$ cat config.mk
export PLATFORM = sky130hd
export DESIGN_NAME = tcw_seq_flat
export DESIGN_NICKNAME = d
export VERILOG_FILES = /design/src/sv/tcw_pkg.sv /design/src/sv/tcw_if.sv /design/src/sv/tcw_cursor.sv /design/src/sv/tcw_seq.sv /design/src/flat_wrapper.sv
export SDC_FILE = /design/constraint.sdc
export NUM_CORES = 1
export LEC_CHECK = 0
export BUFFER_PORTS_ARGS = -buffer_cell sky130_fd_sc_hd__buf_2
export CAP_MARGIN = 20
export CELL_PAD_IN_SITES_DETAIL_PLACEMENT = 1
export CELL_PAD_IN_SITES_GLOBAL_PLACEMENT = 2
export CORE_MARGIN = 3
export CORE_UTILIZATION = 31
export CTS_CLUSTER_DIAMETER = 60
export DETAILED_ROUTE_END_ITERATION = 8
export GPL_TIMING_DRIVEN = 0
export HOLD_SLACK_MARGIN = 0.02
export PLACE_DENSITY_LB_ADDON = 0.3
export SETUP_SLACK_MARGIN = 0.15
export SKIP_LAST_GASP = 1
export SYNTH_ARGS = -nofsm -noshare
export SYNTH_HDL_FRONTEND = slang
export SYNTH_SLANG_ARGS = --single-unit
$ cat constraint.sdc
create_clock -name clk -period 6.05 [get_ports clk]
set_input_delay 0.3025 -clock clk [delete_from_list [all_inputs] [get_ports clk]]
set_output_delay 0.3025 -clock clk [all_outputs]
set_load 0.05 [all_outputs]
$ cat src/sv/tcw_pkg.sv
// ----------------------------------------------------------------------------
// tcw_pkg
// Shared widths, character codes, cell constants and types of the console
// character writer.
// ----------------------------------------------------------------------------
`timescale 1ns / 1ps

package tcw_pkg;

  localparam int CH_W       = 8;
  localparam int ADDR_IN_W  = 11;
  localparam int COL_OUT_W  = 7;
  localparam int ROW_OUT_W  = 5;
  localparam int DATA_W     = 16;
  localparam int CFG_IDX_W  = 3;
  localparam int CFG_DATA_W = 7;
  localparam int TAB_STEP   = 8;

  localparam logic OP_PUT  = 1'b0;
  localparam logic OP_READ = 1'b1;

  localparam logic [CH_W-1:0] CH_BS       = 8'h08;
  localparam logic [CH_W-1:0] CH_TAB      = 8'h09;
  localparam logic [CH_W-1:0] CH_LF       = 8'h0A;
  localparam logic [CH_W-1:0] CH_CR       = 8'h0D;
  localparam logic [CH_W-1:0] PRINT_FIRST = 8'h20;
  localparam logic [CH_W-1:0] PRINT_LAST  = 8'h7F;
  localparam logic [CH_W-1:0] SPACE_CHAR  = 8'h20;

  localparam logic [DATA_W-1:0] BLANK_CELL = 16'h0720;
  localparam logic [DATA_W-1:0] ATTR_MASK  = 16'hFF00;

  typedef enum logic [CFG_IDX_W-1:0] {
    REG_LEFT   = 3'd0,
    REG_TOP    = 3'd1,
    REG_WIDTH  = 3'd2,
    REG_HEIGHT = 3'd3,
    REG_SCROLL = 3'd4
  } tcw_reg_t;

  typedef struct packed {
    logic printable;
    logic bottom;
  } tcw_move_t;

endpackage

$ cat src/sv/tcw_if.sv
// ----------------------------------------------------------------------------
// tcw_if
// Valid/ready channels for the request items and the result items.
// ----------------------------------------------------------------------------
`timescale 1ns / 1ps

interface tcw_in_if import tcw_pkg::*; ();
  logic                 valid;
  logic                 ready;
  logic                 operation;
  logic [CH_W-1:0]      character;
  logic [ADDR_IN_W-1:0] cell_address;

  modport source (output valid, output operation, output character, output cell_address,
                  input ready);
  modport sink (input valid, input operation, input character, input cell_address,
                output ready);
endinterface

interface tcw_out_if import tcw_pkg::*; ();
  logic                 valid;
  logic                 ready;
  logic [COL_OUT_W-1:0] cursor_column;
  logic [ROW_OUT_W-1:0] cursor_line;
  logic                 did_scroll;
  logic [DATA_W-1:0]    cell_data;

  modport source (output valid, output cursor_column, output cursor_line,
                  output did_scroll, output cell_data, input ready);
  modport sink (input valid, input cursor_column, input cursor_line,
                input did_scroll, input cell_data, output ready);
endinterface

$ cat src/sv/tcw_cursor.sv
// ----------------------------------------------------------------------------
// tcw_cursor
// Next cursor position for one byte: control codes, advance, right-edge wrap
// and bottom clamp.
// ----------------------------------------------------------------------------
`timescale 1ns / 1ps

module tcw_cursor import tcw_pkg::*; #(
  parameter int COL_W = 7,
  parameter int ROW_W = 5
) (
  input  logic [COL_W-1:0] col,
  input  logic [ROW_W-1:0] row,
  input  logic [CH_W-1:0]  ch,
  input  logic [COL_W-1:0] left,
  input  logic [COL_W-1:0] right,
  input  logic [ROW_W-1:0] top,
  input  logic [ROW_W-1:0] bottom,
  output logic [COL_W-1:0] nxt_col,
  output logic [ROW_W-1:0] nxt_row,
  output tcw_move_t        move
);

  logic [COL_W-1:0] c;
  logic [ROW_W-1:0] r;

  always_comb begin
    c = col;
    r = row;
    move = '0;
    priority if (ch == CH_BS) begin
      if (c > left) begin
        c = c - COL_W'(1);
      end else begin
        c = right - COL_W'(1);
        if (r > top) begin
          r = r - ROW_W'(1);
        end
      end
    end else if (ch == CH_CR) begin
      c = left;
    end else if (ch == CH_LF) begin
      c = left;
      r = r + ROW_W'(1);
    end else if (ch == CH_TAB) begin
      c = (c | COL_W'(TAB_STEP - 1)) + COL_W'(1);
    end else if (ch >= PRINT_FIRST && ch <= PRINT_LAST) begin
      move.printable = 1'b1;
      c = c + COL_W'(1);
    end else begin
      c = col;
    end
    if (c >= right) begin
      c = left;
      r = r + ROW_W'(1);
    end
    if (r >= bottom) begin
      move.bottom = 1'b1;
      r = bottom - ROW_W'(1);
    end
    nxt_col = c;
    nxt_row = r;
  end

endmodule

$ cat src/sv/tcw_seq.sv
// ----------------------------------------------------------------------------
// tcw_seq
// Sequencer around the cell store: clearing pass, cell reads, character
// read-modify-write, region scroll copy and the result register.
// ----------------------------------------------------------------------------
`timescale 1ns / 1ps

module tcw_seq import tcw_pkg::*; #(
  parameter int SCREEN_COLUMNS = 80,
  parameter int SCREEN_ROWS    = 25,
  parameter int COL_W          = $clog2(SCREEN_COLUMNS + TAB_STEP),
  parameter int ROW_W          = $clog2(SCREEN_ROWS + 1),
  parameter int AW             = $clog2(SCREEN_COLUMNS * SCREEN_ROWS)
) (
  input  logic              clk,
  input  logic              rst_n,
  tcw_in_if.sink            in_item,
  tcw_out_if.source         out_item,
  input  logic [COL_W-1:0]  left_e,
  input  logic [COL_W-1:0]  right_e,
  input  logic [ROW_W-1:0]  top_e,
  input  logic [ROW_W-1:0]  bottom_e,
  input  logic              scroll_en,
  input  logic              home_req,
  output logic              ram_we,
  output logic [AW-1:0]     ram_waddr,
  output logic [DATA_W-1:0] ram_wdata,
  output logic [AW-1:0]     ram_raddr,
  input  logic [DATA_W-1:0] ram_rdata
);

  localparam int CELLS = SCREEN_COLUMNS * SCREEN_ROWS;
  localparam int AXW   = ((ADDR_IN_W > AW) ? ADDR_IN_W : AW) + 1;

  typedef enum logic [2:0] {
    S_CLEAR,
    S_IDLE,
    S_READ,
    S_PUT,
    S_SCROLL,
    S_DRAIN
  } state_t;

  state_t               state_r;
  logic [AW-1:0]        clr_r;
  logic [COL_W-1:0]     col_r;
  logic [ROW_W-1:0]     row_r;
  logic [AW-1:0]        idx_r;
  logic [CH_W-1:0]      ch_r;
  logic                 inrange_r;
  logic                 scroll_pend_r;
  logic [COL_W-1:0]     sc_col_r;
  logic [ROW_W-1:0]     sc_row_r;
  logic                 pend_r;
  logic [AW-1:0]        pend_addr_r;
  logic                 pend_last_r;
  logic                 out_valid_r;
  logic [COL_OUT_W-1:0] out_col_r;
  logic [ROW_OUT_W-1:0] out_row_r;
  logic                 out_scroll_r;
  logic [DATA_W-1:0]    out_data_r;

  logic                 rdy;
  logic                 in_acc;
  logic                 is_read;
  logic                 rd_ok;
  logic                 do_scroll;
  logic                 sc_last;
  logic                 sc_col_end;
  logic [ROW_W-1:0]     sc_src_row;
  logic [COL_W-1:0]     mv_col;
  logic [ROW_W-1:0]     mv_row;
  tcw_move_t            mv;

  function automatic logic [AW-1:0] cell_idx(input logic [ROW_W-1:0] r,
                                             input logic [COL_W-1:0] c);
    logic [AW-1:0] r_x;
    logic [AW-1:0] c_x;
    r_x = AW'(r);
    c_x = AW'(c);
    return AW'(r_x * AW'(SCREEN_COLUMNS)) + c_x;
  endfunction

  tcw_cursor #(
    .COL_W (COL_W),
    .ROW_W (ROW_W)
  ) u_cursor (
    .col     (col_r),
    .row     (row_r),
    .ch      (in_item.character),
    .left    (left_e),
    .right   (right_e),
    .top     (top_e),
    .bottom  (bottom_e),
    .nxt_col (mv_col),
    .nxt_row (mv_row),
    .move    (mv)
  );

  assign rdy        = (state_r == S_IDLE) && !home_req && (!out_valid_r || out_item.ready);
  assign in_acc     = in_item.valid && rdy;
  assign is_read    = (in_item.operation == OP_READ);
  assign rd_ok      = AXW'(in_item.cell_address) < AXW'(CELLS);
  assign do_scroll  = mv.bottom && scroll_en;
  assign sc_last    = (sc_row_r == (bottom_e - ROW_W'(1)));
  assign sc_col_end = (sc_col_r == (right_e - COL_W'(1)));
  assign sc_src_row = sc_last ? sc_row_r : (sc_row_r + ROW_W'(1));

  assign in_item.ready          = rdy;
  assign out_item.valid         = out_valid_r;
  assign out_item.cursor_column = out_col_r;
  assign out_item.cursor_line   = out_row_r;
  assign out_item.did_scroll    = out_scroll_r;
  assign out_item.cell_data     = out_data_r;

  always_comb begin
    ram_raddr = cell_idx(row_r, col_r);
    if (state_r == S_SCROLL) begin
      ram_raddr = cell_idx(sc_src_row, sc_col_r);
    end else if (is_read) begin
      ram_raddr = AW'(in_item.cell_address);
    end
  end

  always_comb begin
    ram_we    = 1'b0;
    ram_waddr = pend_addr_r;
    ram_wdata = ram_rdata;
    priority if (state_r == S_CLEAR) begin
      ram_we    = 1'b1;
      ram_waddr = clr_r;
      ram_wdata = BLANK_CELL;
    end else if (pend_r) begin
      ram_we    = 1'b1;
      ram_waddr = pend_addr_r;
      ram_wdata = pend_last_r ? ((ram_rdata & ATTR_MASK) | DATA_W'(SPACE_CHAR)) : ram_rdata;
    end else if (state_r == S_PUT) begin
      ram_we    = 1'b1;
      ram_waddr = idx_r;
      ram_wdata = (ram_rdata & ATTR_MASK) | DATA_W'(ch_r);
    end else begin
      ram_we    = 1'b0;
    end
  end

  always_ff @(posedge clk) begin
    if (!rst_n) begin
      state_r     <= S_CLEAR;
      clr_r       <= '0;
      col_r       <= '0;
      row_r       <= '0;
      pend_r      <= 1'b0;
      out_valid_r <= 1'b0;
    end else begin
      pend_r <= 1'b0;
      if (out_item.ready) begin
        out_valid_r <= 1'b0;
      end
      unique case (state_r)
        S_CLEAR: begin
          clr_r <= clr_r + AW'(1);
          if (clr_r == AW'(CELLS - 1)) begin
            state_r <= S_IDLE;
          end
        end
        S_IDLE: begin
          if (in_acc) begin
            if (is_read) begin
              inrange_r <= rd_ok;
              state_r   <= S_READ;
            end else begin
              col_r <= mv_col;
              row_r <= mv_row;
              if (mv.printable) begin
                idx_r         <= cell_idx(row_r, col_r);
                ch_r          <= in_item.character;
                scroll_pend_r <= do_scroll;
                state_r       <= S_PUT;
              end else if (do_scroll) begin
                sc_row_r <= top_e;
                sc_col_r <= left_e;
                state_r  <= S_SCROLL;
              end else begin
                out_valid_r  <= 1'b1;
                out_col_r    <= COL_OUT_W'(mv_col);
                out_row_r    <= ROW_OUT_W'(mv_row);
                out_scroll_r <= 1'b0;
                out_data_r   <= '0;
              end
            end
          end
        end
        S_READ: begin
          out_valid_r  <= 1'b1;
          out_col_r    <= COL_OUT_W'(col_r);
          out_row_r    <= ROW_OUT_W'(row_r);
          out_scroll_r <= 1'b0;
          out_data_r   <= inrange_r ? ram_rdata : '0;
          state_r      <= S_IDLE;
        end
        S_PUT: begin
          if (scroll_pend_r) begin
            sc_row_r <= top_e;
            sc_col_r <= left_e;
            state_r  <= S_SCROLL;
          end else begin
            out_valid_r  <= 1'b1;
            out_col_r    <= COL_OUT_W'(col_r);
            out_row_r    <= ROW_OUT_W'(row_r);
            out_scroll_r <= 1'b0;
            out_data_r   <= '0;
            state_r      <= S_IDLE;
          end
        end
        S_SCROLL: begin
          // read the cell below, write it back one row up next cycle; the last row gets spaces
          pend_r      <= 1'b1;
          pend_addr_r <= cell_idx(sc_row_r, sc_col_r);
          pend_last_r <= sc_last;
          if (sc_col_end) begin
            sc_col_r <= left_e;
            if (sc_last) begin
              state_r <= S_DRAIN;
            end else begin
              sc_row_r <= sc_row_r + ROW_W'(1);
            end
          end else begin
            sc_col_r <= sc_col_r + COL_W'(1);
          end
        end
        S_DRAIN: begin
          out_valid_r  <= 1'b1;
          out_col_r    <= COL_OUT_W'(col_r);
          out_row_r    <= ROW_OUT_W'(row_r);
          out_scroll_r <= 1'b1;
          out_data_r   <= '0;
          state_r      <= S_IDLE;
        end
        default: begin
          state_r <= S_IDLE;
        end
      endcase
      if (home_req) begin
        col_r <= left_e;
        row_r <= top_e;
      end
    end
  end

endmodule

$ cat src/flat_wrapper.sv
// flat-port wrapper written by rule: the top's interface ports become plain ports
module tcw_seq_flat import tcw_pkg::*;
#(
  parameter int SCREEN_COLUMNS = 80,
  parameter int SCREEN_ROWS    = 25,
  parameter int COL_W          = $clog2(SCREEN_COLUMNS + TAB_STEP),
  parameter int ROW_W          = $clog2(SCREEN_ROWS + 1),
  parameter int AW             = $clog2(SCREEN_COLUMNS * SCREEN_ROWS)
)
  (clk, rst_n, left_e, right_e, top_e, bottom_e, scroll_en, home_req, ram_we, ram_waddr, ram_wdata, ram_raddr, ram_rdata, in_item_valid, in_item_operation, in_item_character, in_item_cell_address, in_item_ready, out_item_valid, out_item_cursor_column, out_item_cursor_line, out_item_did_scroll, out_item_cell_data, out_item_ready);
  tcw_in_if in_item_i ();
  tcw_out_if out_item_i ();
  input  logic clk;
  input  logic rst_n;
  input  logic [COL_W-1:0] left_e;
  input  logic [COL_W-1:0] right_e;
  input  logic [ROW_W-1:0] top_e;
  input  logic [ROW_W-1:0] bottom_e;
  input  logic scroll_en;
  input  logic home_req;
  output logic ram_we;
  output logic [AW-1:0] ram_waddr;
  output logic [DATA_W-1:0] ram_wdata;
  output logic [AW-1:0] ram_raddr;
  input  logic [DATA_W-1:0] ram_rdata;
  input wire logic [$bits(in_item_i.valid)-1:0] in_item_valid;
  input wire logic [$bits(in_item_i.operation)-1:0] in_item_operation;
  input wire logic [$bits(in_item_i.character)-1:0] in_item_character;
  input wire logic [$bits(in_item_i.cell_address)-1:0] in_item_cell_address;
  output wire logic [$bits(in_item_i.ready)-1:0] in_item_ready;
  output wire logic [$bits(out_item_i.valid)-1:0] out_item_valid;
  output wire logic [$bits(out_item_i.cursor_column)-1:0] out_item_cursor_column;
  output wire logic [$bits(out_item_i.cursor_line)-1:0] out_item_cursor_line;
  output wire logic [$bits(out_item_i.did_scroll)-1:0] out_item_did_scroll;
  output wire logic [$bits(out_item_i.cell_data)-1:0] out_item_cell_data;
  input wire logic [$bits(out_item_i.ready)-1:0] out_item_ready;
  assign in_item_i.valid = in_item_valid;
  assign in_item_i.operation = in_item_operation;
  assign in_item_i.character = in_item_character;
  assign in_item_i.cell_address = in_item_cell_address;
  assign in_item_ready = in_item_i.ready;
  assign out_item_valid = out_item_i.valid;
  assign out_item_cursor_column = out_item_i.cursor_column;
  assign out_item_cursor_line = out_item_i.cursor_line;
  assign out_item_did_scroll = out_item_i.did_scroll;
  assign out_item_cell_data = out_item_i.cell_data;
  assign out_item_i.ready = out_item_ready;
  tcw_seq #(.SCREEN_COLUMNS(SCREEN_COLUMNS), .SCREEN_ROWS(SCREEN_ROWS), .COL_W(COL_W), .ROW_W(ROW_W), .AW(AW)) u_core (.clk(clk), .rst_n(rst_n), .in_item(in_item_i), .out_item(out_item_i), .left_e(left_e), .right_e(right_e), .top_e(top_e), .bottom_e(bottom_e), .scroll_en(scroll_en), .home_req(home_req), .ram_we(ram_we), .ram_waddr(ram_waddr), .ram_wdata(ram_wdata), .ram_raddr(ram_raddr), .ram_rdata(ram_rdata));
endmodule
Yosys cells after proc, flatten, opt, wreduce, memory -nomap -nowiden

Index checks and enable logic that the tools add are counted.

Word-level logic and storage cells: 189
Memories kept: 0
Output and inout bits: 70
Input bits: 66
Bits in registers: 102
Memory bits (writable): 0
Latch bits: 0
Memory bits (read-only): 0

Order comparisons: 7
Multiplexer cells: 97
Reduce and logical (&&, ||, !) cells: 24
Divide/modulo/power cells: 0
$add $sub $neg: 14
Multipliers: 3
Bitwise logic cells: 2
Eq/ne operators: 24
Shift operators: 0

Operators with widths:

| operator                                            | number |
|---|---|
| two-way mux 7 bit                                   | 22 |
| two-way mux 16 bit                                  | 9 |
| two-way mux 5 bit                                   | 23 |
| case mux 16 bit (4 select lines)                    | 1 |
| two-way mux 11 bit                                  | 5 |
| case mux 7 bit (3 select lines)                     | 2 |
| adder 11 x 7 -> 11 bit                              | 3 |
| equality test 8 x 4 -> 1 bit, second input constant | 4 |
| case mux 5 bit (3 select lines)                     | 2 |
| two-way mux 3 bit                                   | 8 |
| adder 7 x 1 -> 7 bit, second input constant         | 3 |
| multiplier 5 x 3 -> 7 bit, second input constant    | 3 |
| two-way mux 1 bit                                   | 21 |
| AND reduction 7 bit                                 | 3 |
| OR 16 x 8 -> 16 bit                                 | 1 |
| adder 5 x 1 -> 5 bit, second input constant         | 3 |
| subtractor 7 x 1 -> 7 bit, second input constant    | 2 |
| != test 2 bit, second input constant                | 6 |
| case mux 3 bit (4 select lines)                     | 1 |
| adder 11 x 1 -> 11 bit, second input constant       | 1 |
| equality test 11 bit, second input constant         | 1 |
| < comparator 11 bit, second input constant          | 1 |
| != test 2 x 1 -> 1 bit, second input constant       | 5 |
| AND reduction 5 bit                                 | 2 |
| other kinds (29)                                    | 39 |

Logic depth before layout (Yosys ltp)

Depth after elaboration: 17
Mapped depth: 25
Gate-level depth less buffers: 22

Modules after synthesis

From an unflattened synthesis, not the netlist that was laid out.

Cell total of the unflattened synthesis: 832
Area total of the unflattened synthesis: 7821.3 um2

Modules (own cells, without submodules):

| module     | instances | area an instance (um2) | cells an instance |
|---|---|---|---|
| tcw_seq    | 1         | 6089.6                 | 583 |
| tcw_cursor | 1         | 1731.7                 | 249 |

Worst setup path before layout

OpenSTA, ideal clock, no wires.

Kind: flip-flop to flip-flop
Start point: register u_core.col_r[4]
End point: register u_core.out_data_r[0], in the netlist u_core.out_item.cell_data[0], enable pin
Arrival: 5.246 ns
Path slack: 0.413 ns
Clock period less this slack: 5.637 ns
Setup time: 0.390 ns
Cell stages (with the launch flop): 23
Path buffers: 3
Required time: 5.660 ns
Cells stage by stage: dfxtp_1 ha_1 a21oi_1 o21ai_0 o22ai_1 clkbuf_1 nand2_1 o211ai_1 o311ai_0 ha_1 o211ai_1 o21a_1 o21ai_0 clkbuf_1 buf_1 o21ai_0 ha_1 a21o_1 a21o_1 a211o_1 o211ai_1 a31oi_1 nor2_1

Cells in the longest elaborated chain, start to end: 13

Ends and longest elaborated chain:

| item                                   | RTL line         | text |
|---|---|---|
| start, declared                        | tcw_seq.sv:46    | `logic [COL_W-1:0] col_r;` |
| start signal, assigned                 | tcw_seq.sv:172   | `col_r <= mv_col;` |
| start signal, assigned                 | tcw_seq.sv:244   | `col_r <= left_e;` |
| adder 7 x 1 -> 7 bit                   | tcw_cursor.sv:49 | `c = c + COL_W'(1);` |
| two-way mux 7 bit                      | tcw_cursor.sv:47 | `end else if (ch >= PRINT_FIRST && ch <= PRINT_LAST) begin` |
| two-way mux 7 bit                      | tcw_cursor.sv:45 | `end else if (ch == CH_TAB) begin` |
| two-way mux 7 bit                      | tcw_cursor.sv:42 | `end else if (ch == CH_LF) begin` |
| two-way mux 7 bit                      | tcw_cursor.sv:40 | `end else if (ch == CH_CR) begin` |
| two-way mux 7 bit                      | tcw_cursor.sv:31 | `priority if (ch == CH_BS) begin` |
| greater-or-equal comparator 7 bit      | tcw_cursor.sv:53 | `if (c >= right) begin` |
| two-way mux 5 bit *                    | tcw_cursor.sv:53 |  |
| greater-or-equal comparator 5 bit *    | tcw_cursor.sv:57 | `if (r >= bottom) begin` |
| two-way mux 1 bit *                    | tcw_cursor.sv:57 |  |
| logical AND 1 bit *                    | tcw_seq.sv:104   | `assign do_scroll = mv.bottom && scroll_en;` |
| != test 2 bit (no source line) *       | n/a              |  |
| AND reduction 7 bit (no source line) * | n/a              |  |
| end signal, assigned                   | tcw_seq.sv:198   | `out_data_r <= inrange_r ? ram_rdata : '0;` |
| end, declared                          | tcw_seq.sv:61    | `logic [DATA_W-1:0] out_data_r;` |

Every way passes the cells marked *; elsewhere a longest branch is shown, timed or not.
A chain may end at the register's enable or synchronous reset.

Worst setup path after layout

Start point: register u_core.col_r[0]
End point: register u_core.out_data_r[1], in the netlist u_core.out_item.cell_data[1], enable pin

The elaborated chain is that of the path after synthesis.

==> summary.md <==
| Metric | Value |
|---|---|
| Status | `completed` |
| Initial antenna violation count | `0` |
| NumNets Final | `approximately 1100` |
| Post-synthesis mux area share | `2.82%` |
| Worst rel slew slack | `40.0%` |
| Cell count of the worst reg-to-reg path | `24` |
| Internal | `around 1.2 mW` |
| Synth top area share | `between 20% and 30%` |
| Inst Count DP | `1291` |
| Synth cell types | `between 70 and 80` |
| Synth Instances | `836` |
| Worst Hold Slack | `roughly 0.16 ns` |
| Sw frac | `between 20% and 30%` |
| Top Ports | `136` |
| Routed WL | `about 25000 um` |
| Maximum number of pins on one net before global-route repair | `18` |
| Flop pwr share | `around 46%` |
| Number of stages on the worst setup path | `24` |
| Post-synthesis compound-gate area fraction | `between 15 and 20%` |
| Number of antenna-violating nets in the routed design | `0` |
| Required @ worst endpoint | `~6 ns` |
| GRT Residual Overflow | `0` |
| Pwr Density | `186 nW/um^2` |
| Final Skew | `roughly 0.0071 ns` |
| Die height | `roughly 160 um` |
| Vias per cell | `5.10` |
| WS Path Type | `reg2reg` |
| Iteration-0 DRC Markers | `about 400` |
| Worst hold endpoint | `u_core.ch_r[4]` |
| HP Class | `in2reg` |
| Cell Area, Synth | `7580 sq um` |
| Yosys reg bits | `between 100 and 150` |
| Reg-to-Reg End | `u_core.out_item.cell_data[1]` |
| P_sw | `about 0.50 mW` |
| Async SR Flop Fraction | `0%` |
| Final setup vio count | `0` |
| Crit path from | `u_core.col_r[0]` |
| Fillers | `2850` |
| Power Total | `1.69 mW` |
| Die area | `around 26000 sq um` |
| Row count | `between 50 and 60` |
| CTS tree | `yes` |
| Clock power share | `35.6%` |
| Worst R2R Setup Slack | `0.51 ns` |
| Main synth FF type | `edfxtp_1` |
| Hold depth | `1` |
| XOR/XNOR share of the synthesized area | `between 9 and 10%` |
| RSZ-0062 raised after global routing | `false` |
| Port Buffers | `134` |
| Total CTS buffers | `9` |
| Placer Congestion | `around 0.85` |
| Antenna diode count | `0` |
| Pre-antenna DRT Iters | `5` |
| Cell breakdown of the critical path | `inv_1 > ha_1 > nand3b_1 > a21oi_1 > o22ai_2 > clkbuf_4 > o211ai_1 > o311ai_1 > ha_1 > o211ai_1 > o21a_1 > o21ai_1 > clkbuf_2 > buf_2 > o21ai_1 > ha_1 > a21o_1 > a21o_1 > a211o_1 > o211ai_1 > buf_4 > a31oi_2 > nor2_4 > buf_12` |
| Buf+Inv Stages, Crit Path | `6` |
| Vias in the first global route | `approximately 6900` |
| F_max | `0.180 GHz` |
| Clk slew on worst S/H paths | `about 0.070 ns` |
| Post-synth top area cell | `edfxtp_1` |
| Worst setup SP type | `register` |
| Final min period | `approximately 5.5 ns` |
| Critical path endpoint category | `register` |
| Drt wl/cell | `19.1 um` |
| Syn. warnings | `0` |
| Largest stage delay on the critical path | `roughly 0.49 ns` |
| Combinational cell fraction of total power | `between 10% and 20%` |
| WP data arrival | `5.61 ns` |
| Simple-gate share of the synthesized area | `between 10% and 20%` |
| Max Buffers Root-to-Sink | `2` |
| Latest clock arrival within the worst-skew pair | `about 0.36 ns` |
| Pre-CTS setup slack | `-1.25 ns` |
| Die W | `between 150 and 200 um` |
| EDFF count, synth | `74` |
| Layout cells sized above 1 | `about a fifth` |
| Sum Neg Setup Slack | `0 ns` |
| Post-synthesis area per instance | `roughly 9.1 sq um` |
| Synth area leaders | `edfxtp_1 29%, ha_1 11%, dfxtp_1 7.4%, xnor2_1 5.9%, nand2_1 5.1%` |
| Initial Utilization | `31.9%` |
| Crit share post-route | `between 90% and 100%` |
| Vias | `between 6000 and 7000` |
| First-pass GRT wire length | `39600 um` |
| Top cell family by delay on the critical path | `compound AO/OA/AOI/OAI gates` |
| Synth-to-Final Area Change | `20.1%` |
| DP HPWL | `approximately 20000 um` |
| Mapped Nets | `972` |
| Critical-path top delay cell | `dfxtp_2` |
| Commonest non-fill, non-tap cell in the layout | `buf_2` |
| Max Cap Violations | `0` |
| H-tree lvl count | `3` |
| Crit path max fanout | `17` |
| Post-Synth Adder-Cell Area | `approximately an eighth` |
| Core box area | `around 24000 sq um` |
| HP Start | `in_item_character[4]` |
| Layout Cells excl Fill | `about 1300` |
| Worst R2R Start | `u_core.col_r[0]` |
| Final Hold Vio Count | `0` |
| Num Clock Sinks | `about 100` |
| Leakage Power | `3.88 nW` |
| Register area share after synthesis | `a little under two fifths` |
| Total GRT Usage | `19.2%` |
| Slew Viols, Final | `0` |
| Max VDD drop | `0.000113 V` |
| # DRC | `0` |
| Most frequent cells in the layout | `137 x buf_2, 103 x nand2_1, 74 x edfxtp_1` |
| Largest family of logic cells by synthesized area | `simple AND/OR/NAND/NOR gates` |
| Final setup margin | `just over 0.5 ns` |
| Worst-margin pin slew | `roughly 0.9 ns` |
| CTS root buf | `clkbuf_16` |
power by group through the flow:
stage	clock [mW]	sequential, mW	combinational [mW]
floorplan	0	0.780	0.211
global placement	0	0.786	0.313
detailed placement	0	0.786	0.316
CTS	0.618	0.770	0.321
global route	0.641	0.772	0.358
finish	0.602	0.771	0.321
layout make-up:
cell class / count / area (sq um) / share of cell area [%]
inverters: 52 / 195 / 2.14
clock buffers: 12 / 268 / 2.94
multi-input cells: 647 / 4520 / 49.6
repair buffers: 141 / 753 / 8.27
plain buffers: 34 / 150 / 1.65
flip-flops and latches: 102 / 2790 / 30.6
clock inverters: 4 / 33.8 / 0.371
well taps: 319 / 399 / 4.38
worst reg2reg max path, cell delays in order (launching register included):
cell and delay [ns]:
dfxtp_2 0.49, inv_1 0.15, ha_1 0.20, nand3b_1 0.15, a21oi_1 0.21, o22ai_2 0.16
clkbuf_4 0.22, o211ai_1 0.19, o311ai_1 0.22, ha_1 0.37, o211ai_1 0.08, o21a_1 0.20
o21ai_1 0.25, clkbuf_2 0.29, buf_2 0.26, o21ai_1 0.13, ha_1 0.29, a21o_1 0.15
a21o_1 0.18, a211o_1 0.29, o211ai_1 0.09, buf_4 0.18, a31oi_2 0.16, nor2_4 0.19
buf_12 0.16
metal layers:
metal	GRT usage, %	part of all wire, %	vias to the layer above
li1	-	-	3276
met2	32.0	48	138
met1	26.2	47	3246
met5	0	0	-
met3	2.82	3.6	20
met4	4.77	1.7	0
sequential cells by signal, summed over array words and instances, names as in the netlist, 7 cells and up:
register and cells:
u_core.out_item.cursor_column 7, u_core.col_r 7, u_core.ch_r 8, u_core.sc_col_r 7, u_core.out_item.cell_data 16, u_core.pend_addr_r 11, u_core.idx_r 11, u_core.clr_r 11
logic make-up after synthesis:
family / Yosys count
adder cells (fa/ha/maj): 70
AND/OR/NAND/NOR: 301
multiplexers: 21
flip-flops: 102
XOR/XNOR: 75
AO/OA/AOI/OAI: 180
buffers and inverters: 87
through the flow:
stage	area [sq um]	util, %
floorplan	7580	-
global placement	8650	36.4
detailed placement	8680	36.6
CTS	9060	38.2
global route	9100	38.3
finish	9100	38.3
repair_timing:
item                                    4_1_cts  5_1_grt
endpoints found under the setup margin       56       53
pin swaps                                     3        0
setup buffers                                 3        0
hold buffers                                  0        0
resized for setup                            14       12
cell usage after synthesis (all sizes together) (4+ instances only):
cell type and n:
o21bai 4, dfxtp 28, a31oi 18, nor3b 7, nor2 71, xnor2 51, o21ai 43, a21o 10
a211oi 4, inv 50, nand2b 8, edfxtp 74, nand2 104, xor2 21, nor2b 5, nand4 6
nor3 19, nor4 6, o21a 6, o211ai 8, and2 26, nand3 22, and3 9, clkbuf 30
buf 4, or3 4, fa 6, a21oi 46, mux2i 18, ha 64, a22oi 8
worst max-delay path by stage:
stage	endpoint	slack, ns
floorplan	u_core.out_item.cell_data[0]	0.41
CTS	u_core.out_item.cell_data[9]	0.22
global route	u_core.out_item.cell_data[3]	0.16
finish	u_core.out_item.cell_data[1]	0.51
detailed placement	u_core.out_item.cursor_column[1]	-1.25
global placement	u_core.out_item.cell_data[1]	-1.44
Power figures use the tool's default switching activity.
